**config.mk**
```make
export PLATFORM = sky130hd
export DESIGN_NAME = priority_arbiter_with_starvation_round_core
export DESIGN_NICKNAME = d
export VERILOG_FILES = /design/src/rtl/pasr_pkg.sv /design/src/rtl/priority_arbiter_with_starvation_round_core.sv /design/src/rtl/pasr_csr.sv /design/src/rtl/pasr_core.sv /design/src/rtl/pasr_rsp_fifo.sv
export SDC_FILE = /design/constraint.sdc
export NUM_CORES = 1
export LEC_CHECK = 0
export BUFFER_PORTS_ARGS = -buffer_cell sky130_fd_sc_hd__clkbuf_2
export CAP_MARGIN = 20
export CORE_MARGIN = 1
export CORE_UTILIZATION = 53
export DETAILED_ROUTE_END_ITERATION = 16
export HOLD_SLACK_MARGIN = 0.12
export PLACE_DENSITY = 0.77
export SYNTH_ARGS = -nofsm -noshare
export SYNTH_HDL_FRONTEND = slang
export SYNTH_SLANG_ARGS = --single-unit
export TNS_END_PERCENT = 5
```
**constraint.sdc**
```tcl
create_clock -name clock -period 14.1 [get_ports clock]
set_clock_uncertainty 0.1 [all_clocks]
set_input_delay 0.705 -clock clock [delete_from_list [all_inputs] [get_ports clock]]
set_output_delay 0.705 -clock clock [all_outputs]
set_load 0.05 [all_outputs]
```
**src/rtl/pasr_pkg.sv**
```systemverilog
// Shared types and constants of the priority arbiter with starvation round.
package pasr_pkg;

   localparam int NUM_QUEUES  = 8;
   localparam int QUEUE_DEPTH = 256;
   localparam int QIDX_W      = (NUM_QUEUES > 1) ? $clog2(NUM_QUEUES) : 1;
   localparam int CNT_W       = $clog2(QUEUE_DEPTH + 1);
   localparam int QID_W       = 3;
   localparam int TICK_W      = 16;
   localparam int MASK_W      = 8;
   localparam int DATA_W      = 32;
   localparam int ADDR_W      = 3;
   // Result queue depth; must be a power of two so the pointers wrap freely.
   localparam int RSP_DEPTH   = 4;
   localparam int RSP_PTR_W   = $clog2(RSP_DEPTH);
   localparam int RSP_CNT_W   = $clog2(RSP_DEPTH + 1);

   typedef enum logic [1:0] {
      ACT_PUSH  = 2'd0,
      ACT_SERVE = 2'd1,
      ACT_TICK  = 2'd2,
      ACT_NONE  = 2'd3
   } action_type;

   typedef enum logic [0:0] {
      REG_STARVATION_TICKS   = 1'b0,
      REG_TIME_CRITICAL_MASK = 1'b1
   } reg_index_type;

   typedef struct packed {
      logic             grant_valid;
      logic [QID_W-1:0] grant_queue;
      logic             starvation_round;
      logic             push_dropped;
      logic             last;
   } result_type;

   // Words produced by one accepted request: zero, one or two.
   typedef struct packed {
      logic [1:0] num;
      result_type word0;
      result_type word1;
   } result_write_type;

endpackage

```
**src/rtl/priority_arbiter_with_starvation_round_core.sv**
```systemverilog
// Top level of the fixed-priority arbiter with starvation round.
//
// One request (push, serve or tick) is taken every clock cycle while req_ready
// is high: the occupancy and tick counters are updated in the cycle of
// acceptance and the result words go into a four-word result queue. A push
// and a normal serve each yield one word, a tick or an unknown action none,
// and a starvation-round serve yields two words, so a run of starvation
// serves is held back by the single-word output port. req_ready drops only
// while fewer than two result slots are free. The result words are written
// to the result queue and reach rsp_ in order, behind any earlier words.
module priority_arbiter_with_starvation_round_core (
   input  logic                            clock,
   input  logic                            reset,
   input  logic                            req_valid,
   output logic                            req_ready,
   input  logic [1:0]                      req_action,
   input  logic [pasr_pkg::QID_W-1:0]      req_queue_id,
   output logic                            rsp_valid,
   input  logic                            rsp_ready,
   output logic                            rsp_grant_valid,
   output logic [pasr_pkg::QID_W-1:0]      rsp_grant_queue,
   output logic                            rsp_starvation_round,
   output logic                            rsp_push_dropped,
   output logic                            rsp_last,
   input  logic                            csr_psel,
   input  logic                            csr_penable,
   input  logic                            csr_pwrite,
   input  logic [pasr_pkg::ADDR_W-1:0]     csr_paddr,
   input  logic [pasr_pkg::DATA_W-1:0]     csr_pwdata,
   output logic [pasr_pkg::DATA_W-1:0]     csr_prdata,
   output logic                            csr_pready
);

   logic [pasr_pkg::TICK_W-1:0] starvation_ticks;
   logic [pasr_pkg::MASK_W-1:0] time_critical_mask;
   pasr_pkg::result_write_type  wr;
   pasr_pkg::result_type        head;
   logic                        room;

   assign req_ready = room;

   pasr_csr u_csr (
      .clock              (clock),
      .reset              (reset),
      .csr_psel           (csr_psel),
      .csr_penable        (csr_penable),
      .csr_pwrite         (csr_pwrite),
      .csr_paddr          (csr_paddr),
      .csr_pwdata         (csr_pwdata),
      .csr_prdata         (csr_prdata),
      .csr_pready         (csr_pready),
      .starvation_ticks   (starvation_ticks),
      .time_critical_mask (time_critical_mask)
   );

   pasr_core u_core (
      .clock              (clock),
      .reset              (reset),
      .accept             (req_valid & room),
      .action             (req_action),
      .queue_id           (req_queue_id),
      .starvation_ticks   (starvation_ticks),
      .time_critical_mask (time_critical_mask),
      .wr                 (wr)
   );

   pasr_rsp_fifo u_rsp_fifo (
      .clock     (clock),
      .reset     (reset),
      .wr        (wr),
      .room      (room),
      .out_valid (rsp_valid),
      .out_ready (rsp_ready),
      .out_word  (head)
   );

   assign rsp_grant_valid      = head.grant_valid;
   assign rsp_grant_queue      = head.grant_queue;
   assign rsp_starvation_round = head.starvation_round;
   assign rsp_push_dropped     = head.push_dropped;
   assign rsp_last             = head.last;

endmodule

```
**src/rtl/pasr_csr.sv**
```systemverilog
// Configuration registers: starvation limit and time-critical mask.
module pasr_csr (
   input  logic                          clock,
   input  logic                          reset,
   input  logic                          csr_psel,
   input  logic                          csr_penable,
   input  logic                          csr_pwrite,
   input  logic [pasr_pkg::ADDR_W-1:0]   csr_paddr,
   input  logic [pasr_pkg::DATA_W-1:0]   csr_pwdata,
   output logic [pasr_pkg::DATA_W-1:0]   csr_prdata,
   output logic                          csr_pready,
   output logic [pasr_pkg::TICK_W-1:0]   starvation_ticks,
   output logic [pasr_pkg::MASK_W-1:0]   time_critical_mask
);

   logic [pasr_pkg::TICK_W-1:0] starvation_ff, starvation_in;
   logic [pasr_pkg::MASK_W-1:0] mask_ff, mask_in;
   pasr_pkg::reg_index_type     index;
   logic                        write_en;

   assign index      = pasr_pkg::reg_index_type'(csr_paddr[2]);
   assign write_en   = csr_psel & csr_penable & csr_pwrite;
   assign csr_pready = 1'b1;

   always_comb begin
      starvation_in = starvation_ff;
      mask_in       = mask_ff;
      csr_prdata    = '0;
      unique case (index)
         pasr_pkg::REG_STARVATION_TICKS: begin
            if (write_en) starvation_in = csr_pwdata[pasr_pkg::TICK_W-1:0];
            csr_prdata = pasr_pkg::DATA_W'(starvation_ff);
         end
         pasr_pkg::REG_TIME_CRITICAL_MASK: begin
            if (write_en) mask_in = csr_pwdata[pasr_pkg::MASK_W-1:0];
            csr_prdata = pasr_pkg::DATA_W'(mask_ff);
         end
      endcase
   end

   always_ff @(posedge clock) begin
      if (reset) begin
         starvation_ff <= pasr_pkg::TICK_W'(30);
         mask_ff       <= '0;
      end else begin
         starvation_ff <= starvation_in;
         mask_ff       <= mask_in;
      end
   end

   assign starvation_ticks   = starvation_ff;
   assign time_critical_mask = mask_ff;

endmodule

```
**src/rtl/pasr_core.sv**
```systemverilog
// Occupancy counters, tick counter and the grant logic for one request.
module pasr_core (
   input  logic                              clock,
   input  logic                              reset,
   input  logic                              accept,
   input  logic [1:0]                        action,
   input  logic [pasr_pkg::QID_W-1:0]        queue_id,
   input  logic [pasr_pkg::TICK_W-1:0]       starvation_ticks,
   input  logic [pasr_pkg::MASK_W-1:0]       time_critical_mask,
   output pasr_pkg::result_write_type        wr
);

   localparam int NQ = pasr_pkg::NUM_QUEUES;

   logic [pasr_pkg::CNT_W-1:0]  count_ff [NQ];
   logic [pasr_pkg::CNT_W-1:0]  count_in [NQ];
   logic [pasr_pkg::TICK_W-1:0] elapsed_ff, elapsed_in;

   pasr_pkg::action_type        act;
   logic [NQ-1:0]               nonempty, critical, after_first, push_hit;
   logic                        full_hit, dropped, starve;
   logic                        f_norm, f_crit, f_rev;
   logic [pasr_pkg::QIDX_W-1:0] q_norm, q_crit, q_rev;
   logic [1:0]                  dec [NQ];

   assign act      = pasr_pkg::action_type'(action);
   assign critical = NQ'(time_critical_mask);
   assign starve   = elapsed_ff >= starvation_ticks;

   always_comb begin
      full_hit = 1'b0;
      for (int q = 0; q < NQ; q++) begin
         nonempty[q] = count_ff[q] != '0;
         push_hit[q] = 32'(queue_id) == q;
         if (push_hit[q] && count_ff[q] >= pasr_pkg::CNT_W'(pasr_pkg::QUEUE_DEPTH)) begin
            full_hit = 1'b1;
         end
      end
      // A push to a queue index that does not exist matches no counter.
      dropped = full_hit | ~(|push_hit);
   end

   // Highest-priority non-empty queue, and the same among time-critical ones.
   always_comb begin
      q_norm = '0;
      q_crit = '0;
      for (int q = NQ - 1; q >= 0; q--) begin
         if (nonempty[q]) q_norm = pasr_pkg::QIDX_W'(q);
         if (nonempty[q] && critical[q]) q_crit = pasr_pkg::QIDX_W'(q);
      end
      f_norm = |nonempty;
      f_crit = |(nonempty & critical);
   end

   // The reverse scan sees the occupancy left by the time-critical grant.
   always_comb begin
      for (int q = 0; q < NQ; q++) begin
         after_first[q] = nonempty[q] &
            ~(f_crit && (32'(q_crit) == q) && (count_ff[q] == pasr_pkg::CNT_W'(1)));
      end
      q_rev = '0;
      for (int q = 0; q < NQ; q++) begin
         if (after_first[q]) q_rev = pasr_pkg::QIDX_W'(q);
      end
      f_rev = |after_first;
   end

   always_comb begin
      wr         = '0;
      elapsed_in = elapsed_ff;
      for (int q = 0; q < NQ; q++) begin
         dec[q]      = 2'd0;
         count_in[q] = count_ff[q];
      end
      unique case (act)
         pasr_pkg::ACT_PUSH: begin
            wr.num               = 2'd1;
            wr.word0.push_dropped = dropped;
            wr.word0.last        = 1'b1;
            for (int q = 0; q < NQ; q++) begin
               if (push_hit[q] && !dropped) count_in[q] = count_ff[q] + 1'b1;
            end
         end
         pasr_pkg::ACT_SERVE: begin
            if (!starve) begin
               wr.num               = 2'd1;
               wr.word0.grant_valid = f_norm;
               wr.word0.grant_queue = f_norm ? pasr_pkg::QID_W'(q_norm) : '0;
               wr.word0.last        = 1'b1;
               for (int q = 0; q < NQ; q++) begin
                  if (f_norm && 32'(q_norm) == q) dec[q] = 2'd1;
               end
            end else begin
               wr.num                    = 2'd2;
               wr.word0.grant_valid      = f_crit;
               wr.word0.grant_queue      = f_crit ? pasr_pkg::QID_W'(q_crit) : '0;
               wr.word0.starvation_round = 1'b1;
               wr.word1.grant_valid      = f_rev;
               wr.word1.grant_queue      = f_rev ? pasr_pkg::QID_W'(q_rev) : '0;
               wr.word1.starvation_round = 1'b1;
               wr.word1.last             = 1'b1;
               elapsed_in                = '0;
               for (int q = 0; q < NQ; q++) begin
                  dec[q] = 2'(f_crit && 32'(q_crit) == q) + 2'(f_rev && 32'(q_rev) == q);
               end
            end
            for (int q = 0; q < NQ; q++) begin
               count_in[q] = count_ff[q] - pasr_pkg::CNT_W'(dec[q]);
            end
         end
         pasr_pkg::ACT_TICK: begin
            if (elapsed_ff != '1) elapsed_in = elapsed_ff + 1'b1;
         end
         pasr_pkg::ACT_NONE: begin
         end
      endcase
      if (!accept) wr.num = 2'd0;
   end

   always_ff @(posedge clock) begin
      if (reset) begin
         elapsed_ff <= '0;
         for (int q = 0; q < NQ; q++) count_ff[q] <= '0;
      end else if (accept) begin
         elapsed_ff <= elapsed_in;
         for (int q = 0; q < NQ; q++) count_ff[q] <= count_in[q];
      end
   end

endmodule

```
**src/rtl/pasr_rsp_fifo.sv**
```systemverilog
// Small result queue that takes up to two words per cycle and gives one while out_ready is high.
module pasr_rsp_fifo (
   input  logic                       clock,
   input  logic                       reset,
   input  pasr_pkg::result_write_type wr,
   output logic                       room,
   output logic                       out_valid,
   input  logic                       out_ready,
   output pasr_pkg::result_type       out_word
);

   pasr_pkg::result_type           entry_ff [pasr_pkg::RSP_DEPTH];
   logic [pasr_pkg::RSP_PTR_W-1:0] wr_ptr_ff, wr_ptr_in;
   logic [pasr_pkg::RSP_PTR_W-1:0] rd_ptr_ff, rd_ptr_in;
   logic [pasr_pkg::RSP_CNT_W-1:0] count_ff, count_in;
   logic                           pop;

   assign out_valid = count_ff != '0;
   assign pop       = out_valid & out_ready;
   assign out_word  = entry_ff[rd_ptr_ff];
   // Room for a two-word result is kept free before a request is taken.
   assign room      = count_ff <= pasr_pkg::RSP_CNT_W'(pasr_pkg::RSP_DEPTH - 2);

   always_comb begin
      wr_ptr_in = wr_ptr_ff + pasr_pkg::RSP_PTR_W'(wr.num);
      rd_ptr_in = rd_ptr_ff + pasr_pkg::RSP_PTR_W'(pop);
      count_in  = count_ff + pasr_pkg::RSP_CNT_W'(wr.num) - pasr_pkg::RSP_CNT_W'(pop);
   end

   always_ff @(posedge clock) begin
      if (reset) begin
         wr_ptr_ff <= '0;
         rd_ptr_ff <= '0;
         count_ff  <= '0;
      end else begin
         wr_ptr_ff <= wr_ptr_in;
         rd_ptr_ff <= rd_ptr_in;
         count_ff  <= count_in;
      end
   end

   always_ff @(posedge clock) begin
      if (wr.num != 2'd0) entry_ff[wr_ptr_ff] <= wr.word0;
      if (wr.num == 2'd2) entry_ff[wr_ptr_ff + 1'b1] <= wr.word1;
   end

endmodule
```
# Yosys cells after proc, flatten, opt, wreduce, memory -nomap -nowiden
# Memories as Yosys holds them, arrays and structs flattened. A register that Yosys moved wholly into a read port is not among the register bits.
# Index checks and enable logic that the tools add are counted.
op_classes:
  n_addsub: 30
  n_lt_le_gt_ge: 10
  n_eq_ne: 42
  mux: 86
  bitwise_logic: 32
  n_reduce_logical: 80
ops:
  columns: ["op", "n"]
  rows:
  - ["9-bit 2-to-1 mux", 16]
  - ["72-bit one-hot mux with 2 select lines", 1]
  - ["9-bit by 1-bit adder with 9-bit output (second input constant)", 8]
  - ["9-bit by 1-bit equality test with 1-bit output (second input constant)", 8]
  - ["9-bit >= comparator (second input constant)", 8]
  - ["9-bit nonzero test", 8]
  - ["9-bit by 2-bit subtractor with 9-bit output", 8]
  - ["3-bit 2-to-1 mux", 23]
  - ["16-bit 2-to-1 mux", 4]
  - ["32-bit one-hot mux with 2 select lines", 1]
  - ["1-bit logical AND", 56]
  - ["3-bit equality test (second input constant)", 16]
  - ["16-bit one-hot mux with 2 select lines", 1]
  - ["8-bit OR reduction", 4]
  - ["1-bit 2-to-1 mux", 30]
  - ["3-bit by 2-bit equality test with 1-bit output (second input constant)", 8]
  - ["1-bit by 1-bit adder with 2-bit output", 8]
  - ["16-bit by 1-bit adder with 16-bit output (second input constant)", 1]
  - ["16-bit >= comparator", 1]
  - ["16-bit != test (second input constant)", 1]
  - ["5-bit 2-to-1 mux", 3]
  - ["1-bit AND", 12]
  - ["3-bit by 1-bit equality test with 1-bit output (second input constant)", 4]
  - ["3-bit zero test", 4]
  - ["other kinds (22)", 46]
totals:
  reg_bits: 47
  mem_bits_rw: 100
  inputBits: 47
  output_inout_bits: 42
  word_cells: 288
  n_memories: 2
memory_table:
  columns: ["name", "depth", "word_bits", "rd", "rd_clocked_by_memory_dff", "wr", "line", "text"]
  rows:
  - ["u_core.count_ff", 8, 9, 8, 0, 8, "pasr_core.sv:15", "logic [pasr_pkg::CNT_W-1:0] count_ff [NQ];"]
  - ["u_rsp_fifo.entry_ff", 4, 7, 1, 1, 2, "pasr_rsp_fifo.sv:12", "pasr_pkg::result_type entry_ff [pasr_pkg::RSP_DEPTH];"]

# Logic depth before layout (Yosys ltp)
# An unclocked memory read counts as a cell.
depth:
  depth_word: 31
  ltp_mapped: 23
  depth_no_buf: 21

# Hierarchy
# A second synthesis with hierarchy kept.
unflattened:
  cells_unflattened: 1114
  area_unflattened_um2: 10631.4
modules_own_cells:
  columns: ["module", "instances", "cells_per_inst", "area_each_um2", "seq_area_each_um2"]
  rows:
  - ["pasr_core", 1, 858, 7463.4, 2482.4]
  - ["pasr_rsp_fifo", 1, 116, 1819.2, 980.9]
  - ["pasr_csr", 1, 139, 1342.5, 480.5]
  - ["priority_arbiter_with_starvation_round_core", 1, 1, 6.3, 0.0]

# Worst setup path after synthesis
# Ideal clock, no wire load.
synth_path:
  path_type: "in2reg"
  from: "input port req_action[1]"
  to: "memory u_core.count_ff[0][35] in the netlist's numbering, data pin"
  setup_time_ps: 270
  t_arrival_ps: 5057
  required_time_ps: 13730
  setup_slack_ps: 8673
  stages: 16
  path_buffers: 3
  cell_sequence: "nand2b_1 inv_1 clkbuf_1 clkbuf_1 clkbuf_1 o311ai_0 ha_1 fa_1 nor2b_1 o21ai_0 a21boi_0 o21ai_0 a21boi_0 o21a_1 or3_1 a21oi_1"
synth_lines:
  columns: ["element", "line", "text"]
  rows:
  - ["start: declaration", "priority_arbiter_with_starvation_round_core.sv:16", "input logic [1:0] req_action,"]
  - ["end: declaration", "pasr_core.sv:15", null]

==> flow_results.org <==
** Drt
- For this run, the detailed router's first-pass iteration total came to 5.
- Final routed wire length divided by cell count :: ~16 µm
- For this block, the routed nets add up to roughly 24000 µm of wire.
- Residual DRC count :: 0
- Dividing the detail-routed via count by the number of cells gives 5.84.
- After the first detailed-routing iteration, the DRC count stood at about 560.
- Antenna-violating nets left :: 0
- Count of vias placed by the detailed router :: 8581

** Final layout
- Area of combinational cells with multiple inputs :: roughly 5700 µm²
- Once layout is complete, the utilization of the core stands at 0.594.
- # nets final :: between 1000 and 1500
- Final-layout fill cell count :: approximately 1600
- Area overhead of the layout relative to synthesis :: 9.27%
- 0 antenna diodes ended up in the layout.
- Of the cells placed in the final design, the portion with a size suffix greater than 1 is 0.0935.
- FF/Latch Area :: 3900 µm²

** Timing
- Final critical-path required period :: approximately 5.8 ns
- Final hold violation count :: 0
- # setup viols final :: 0
- Part of the cycle the worst path needs :: 0.412
- Sum of negative setup slack :: 0 ns
- At the pin with the least slew margin, the transition time is ~1.0 ns.
- In this run the tightest slew margin relative to its limit is 0.336.
- Setup repair after global routing left no endpoint under its margin.
- Derived from the worst setup path, the maximum achievable clock frequency is about 0.17 GHz.
- The count of final max-slew check failures was 0.

** Critical path
- For the worst setup path, the data arrival time is slightly below 6 ns.
- Critical path data required time :: around 14 ns
- Traced cell by cell, the critical path runs through or4_1 -> o31a_1 -> nor4_4 -> a31oi_1 -> or3_1 -> o221a_4 -> nor4_1 -> ha_1 -> nand2_1 -> o311ai_0 -> ha_1 -> fa_1 -> nor2b_1 -> o21ai_0 -> a21boi_0 -> o21ai_0 -> a21oi_1 -> o21a_1 -> or3_1 -> a21oi_1.
- On the critical path, the stage with the largest delay is an instance of sky130_fd_sc_hd__or4_1.
- Startpoint class of the critical path :: flip-flop
- Worst-path fanout max :: 9
- Critical Path Max Stage Delay :: just over 0.6 ns
- The worst setup path is captured at a flip-flop.
- Worst Path Class, Setup :: flip-flop to flip-flop

** Global routing
- Via count of the first global-routing pass :: between 8000 and 9000
- Largest net degree at the start of global routing :: 54
- The first global-routing pass estimated approximately 40000 µm of wire.
- The number of antenna violations at the first check in global routing came to 0.
- Summed over all layers, the global routing overflow is 0.
- Overall track demand over capacity in global routing :: 0.251

** Clock tree
- Hold repair after CTS inserted 0 buffers.
- Clock tree synthesis selected as its root buffer the cell sky130_fd_sc_hd__clkbuf_16.
- The number of gates resized after CTS was 0.
- Number of clock sinks :: 147
- For the worst-skew pair, the clock arrives at the later sink with an insertion delay of about 0.43 ns.
- The clock passes through at most 2 buffers.
- TritonCTS clock tree :: yes
- Post-CTS Setup Inserts :: 0
- Clock slew at reported path FFs :: about 0.060 ns
- The H-tree generated during clock tree synthesis spans 4 levels.
- TritonCTS Buffers :: 17

** Floorplan
- I/O pin count :: 89
- The core region is between 15000 and 20000 µm².
- The die covers between 15000 and 20000 µm².
- Die span in y :: around 140 µm
- The initialized floorplan defines 50 standard-cell rows.
- Die boundary width :: about 140 µm
- The initial utilization of the core area, before any placement, comes to 0.544.

** Logic synthesis
- After synthesis the netlist holds a flip-flop and latch count of between 100 and 150.
- Dividing the synthesized area by the synthesized cell count gives just under 9 µm².
- Yosys printed 0 warnings.
- Seq/Total Area, Yosys :: 0.381
- Ys async rst share :: 0
- EDFF count, synth :: between 90 and 100
- Largest cells by area after synthesis :: sky130_fd_sc_hd__edfxtp_1, sky130_fd_sc_hd__ha_1, sky130_fd_sc_hd__dfxtp_1
- Most common cell in the synthesized netlist :: sky130_fd_sc_hd__nand2_1
- Predominant post-synthesis flop cell :: sky130_fd_sc_hd__edfxtp_1
- Of the post-synthesis cell area, the dominant cell type holds 0.281.
- By count the netlist is led by sky130_fd_sc_hd__nand2_1, sky130_fd_sc_hd__inv_1, sky130_fd_sc_hd__edfxtp_1.
- The biggest area contributor in the post-synthesis netlist is sky130_fd_sc_hd__edfxtp_1.
- Synthesis handed over a netlist of ~1200 instances.
- Summing every instance area after synthesis gives about 10000 µm².
- In this run, distinct cell masters in the synthesized netlist total between 60 and 70.

** Place
- Placer Congestion :: ~0.9
- Buffers placed on the I/O ports in this run total 53.
- Summed over all nets, the half-perimeter wirelength after detailed placement is between 15000 and 20000 µm.

** Hold path
- The worst hold path belongs to the class flip-flop to flip-flop.

** Power and ir drop
- The analysis attributes to cell leakage a power of 0.00452 µW.
- For this design the ratio of total power to cell area is 123 nW/µm².
- Peak supply drop :: approximately 0.077 mV
- The design draws about 1400 µW.

** Run status
- Status :: complete, no violations

** Run
- Number of violations of the max-capacitance limit :: 0
-- critical path, delay by kind of cell, from the launching register on --
| family | cells | cell delay [ns] |
|---|---|---|
| and+or+nand+nor | 7 | 2.11 |
| AOI/OAI and AO/OA | 10 | 1.88 |
| adders and majority gates | 3 | 0.97 |
| DFF | 1 | 0.47 |
-- per-layer routing --
layer	GRT usage	routed length, µm	vias up
met4	0.0778	459	0
met1	0.327	10500	4064
met2	0.423	11500	239
li1	-	-	4243
met3	0.0455	1390	35
met5	0	0	-
-- flip-flops by register name, summed over array words and instances (netlist names) --
signal,count
u_rsp_fifo.wr_ptr_ff,2
u_rsp_fifo.rd_ptr_ff,2
u_csr.starvation_ticks,16
u_rsp_fifo.entry_ff,28
u_csr.time_critical_mask,8
u_core.count_ff,72
u_core.elapsed_ff,16
u_rsp_fifo.count_ff,3
-- stage by stage --
step | area (µm²) | cells | hold slack [ns] | setup slack [ns]
detailed placement | 10700 | 1437 | 0.346 | 8.36
CTS | 11200 | 1469 | 0.355 | 8.30
global placement | 10700 | 1437 | 0.343 | 8.43
finish | 11200 | 1469 | 0.355 | 8.28
floorplan | 10300 | 1176 | 0.336 | 8.67
global route | 11200 | 1469 | 0.375 | 7.69
-- power by group --
part           switching, µW  internal, µW  leakage [µW]
Sequential              45.9           523       0.00140
Combinational            241           146       0.00285
Clock                    186           236      0.000272
-- cell type report --
class	instances	share of cell area
multi-input cells	868	0.512
flip-flops and latches	147	0.349
clock buffers	21	0.0413
inverters	103	0.0345
well taps	260	0.0291
repair buffers	59	0.0277
clock inverters	11	0.00671
-- path summary, 6_finish.rpt --
kind                                   start  cells after the start  slack (ns)                          to
setup / recovery      u_core.count_ff[0][26]                     20        8.28      u_core.count_ff[0][17]
hold / removal    u_csr.starvation_ticks[14]                      2        0.35  u_csr.starvation_ticks[14]
setup reg to reg      u_core.count_ff[0][26]                     20        8.28      u_core.count_ff[0][17]
hold reg to reg   u_csr.starvation_ticks[14]                      2        0.35  u_csr.starvation_ticks[14]
-- kinds of logic (layout without fill, tap and decap cells) --
family / count (synthesis) / count (layout) / synth area share
and+or+nand+nor: 435 / 435 / 0.212
AOI/OAI and AO/OA: 278 / 278 / 0.168
buffers and inverters: 161 / 194 / 0.0652
DFF: 147 / 147 / 0.381
adders and majority gates: 103 / 103 / 0.132
xor gates and xnor gates: 22 / 22 / 0.0188
muxes: 13 / 13 / 0.0215
other: 2 / 17 / 0.000733
-- placed cells by master (no fill, tap or decap), types with 5 or more instances in the layout --
| master | instances |
|---|---|
| sky130_fd_sc_hd__conb_1 | 17 |
| sky130_fd_sc_hd__nor2_1 | 84 |
| sky130_fd_sc_hd__nor3_1 | 57 |
| sky130_fd_sc_hd__and3_1 | 25 |
| sky130_fd_sc_hd__a21boi_0 | 26 |
| sky130_fd_sc_hd__clkbuf_16 | 17 |
| sky130_fd_sc_hd__or3_1 | 18 |
| sky130_fd_sc_hd__nor2b_1 | 29 |
| sky130_fd_sc_hd__fa_1 | 9 |
| sky130_fd_sc_hd__o211ai_1 | 9 |
| sky130_fd_sc_hd__nor4_1 | 7 |
| sky130_fd_sc_hd__ha_1 | 94 |
| sky130_fd_sc_hd__o31a_1 | 7 |
| sky130_fd_sc_hd__clkbuf_2 | 54 |
| sky130_fd_sc_hd__inv_1 | 102 |
| sky130_fd_sc_hd__xnor2_1 | 22 |
| sky130_fd_sc_hd__a31oi_1 | 9 |
| sky130_fd_sc_hd__nand4_1 | 5 |
| sky130_fd_sc_hd__o22ai_1 | 10 |
| sky130_fd_sc_hd__or4_1 | 22 |
| sky130_fd_sc_hd__mux4_2 | 7 |
| sky130_fd_sc_hd__o21ai_0 | 80 |
| sky130_fd_sc_hd__nand2b_1 | 7 |
| sky130_fd_sc_hd__a21oi_1 | 85 |
| sky130_fd_sc_hd__and2_1 | 7 |
| sky130_fd_sc_hd__nand2_1 | 122 |
| sky130_fd_sc_hd__nor3b_1 | 10 |
| sky130_fd_sc_hd__inv_4 | 5 |
| sky130_fd_sc_hd__a21o_1 | 6 |
| sky130_fd_sc_hd__edfxtp_1 | 96 |
| sky130_fd_sc_hd__dfxtp_1 | 51 |
| sky130_fd_sc_hd__buf_4 | 6 |
| sky130_fd_sc_hd__nand3_1 | 29 |
| sky130_fd_sc_hd__o21a_1 | 8 |
| sky130_fd_sc_hd__o31ai_1 | 9 |
(Power assumes the default switching activity.)
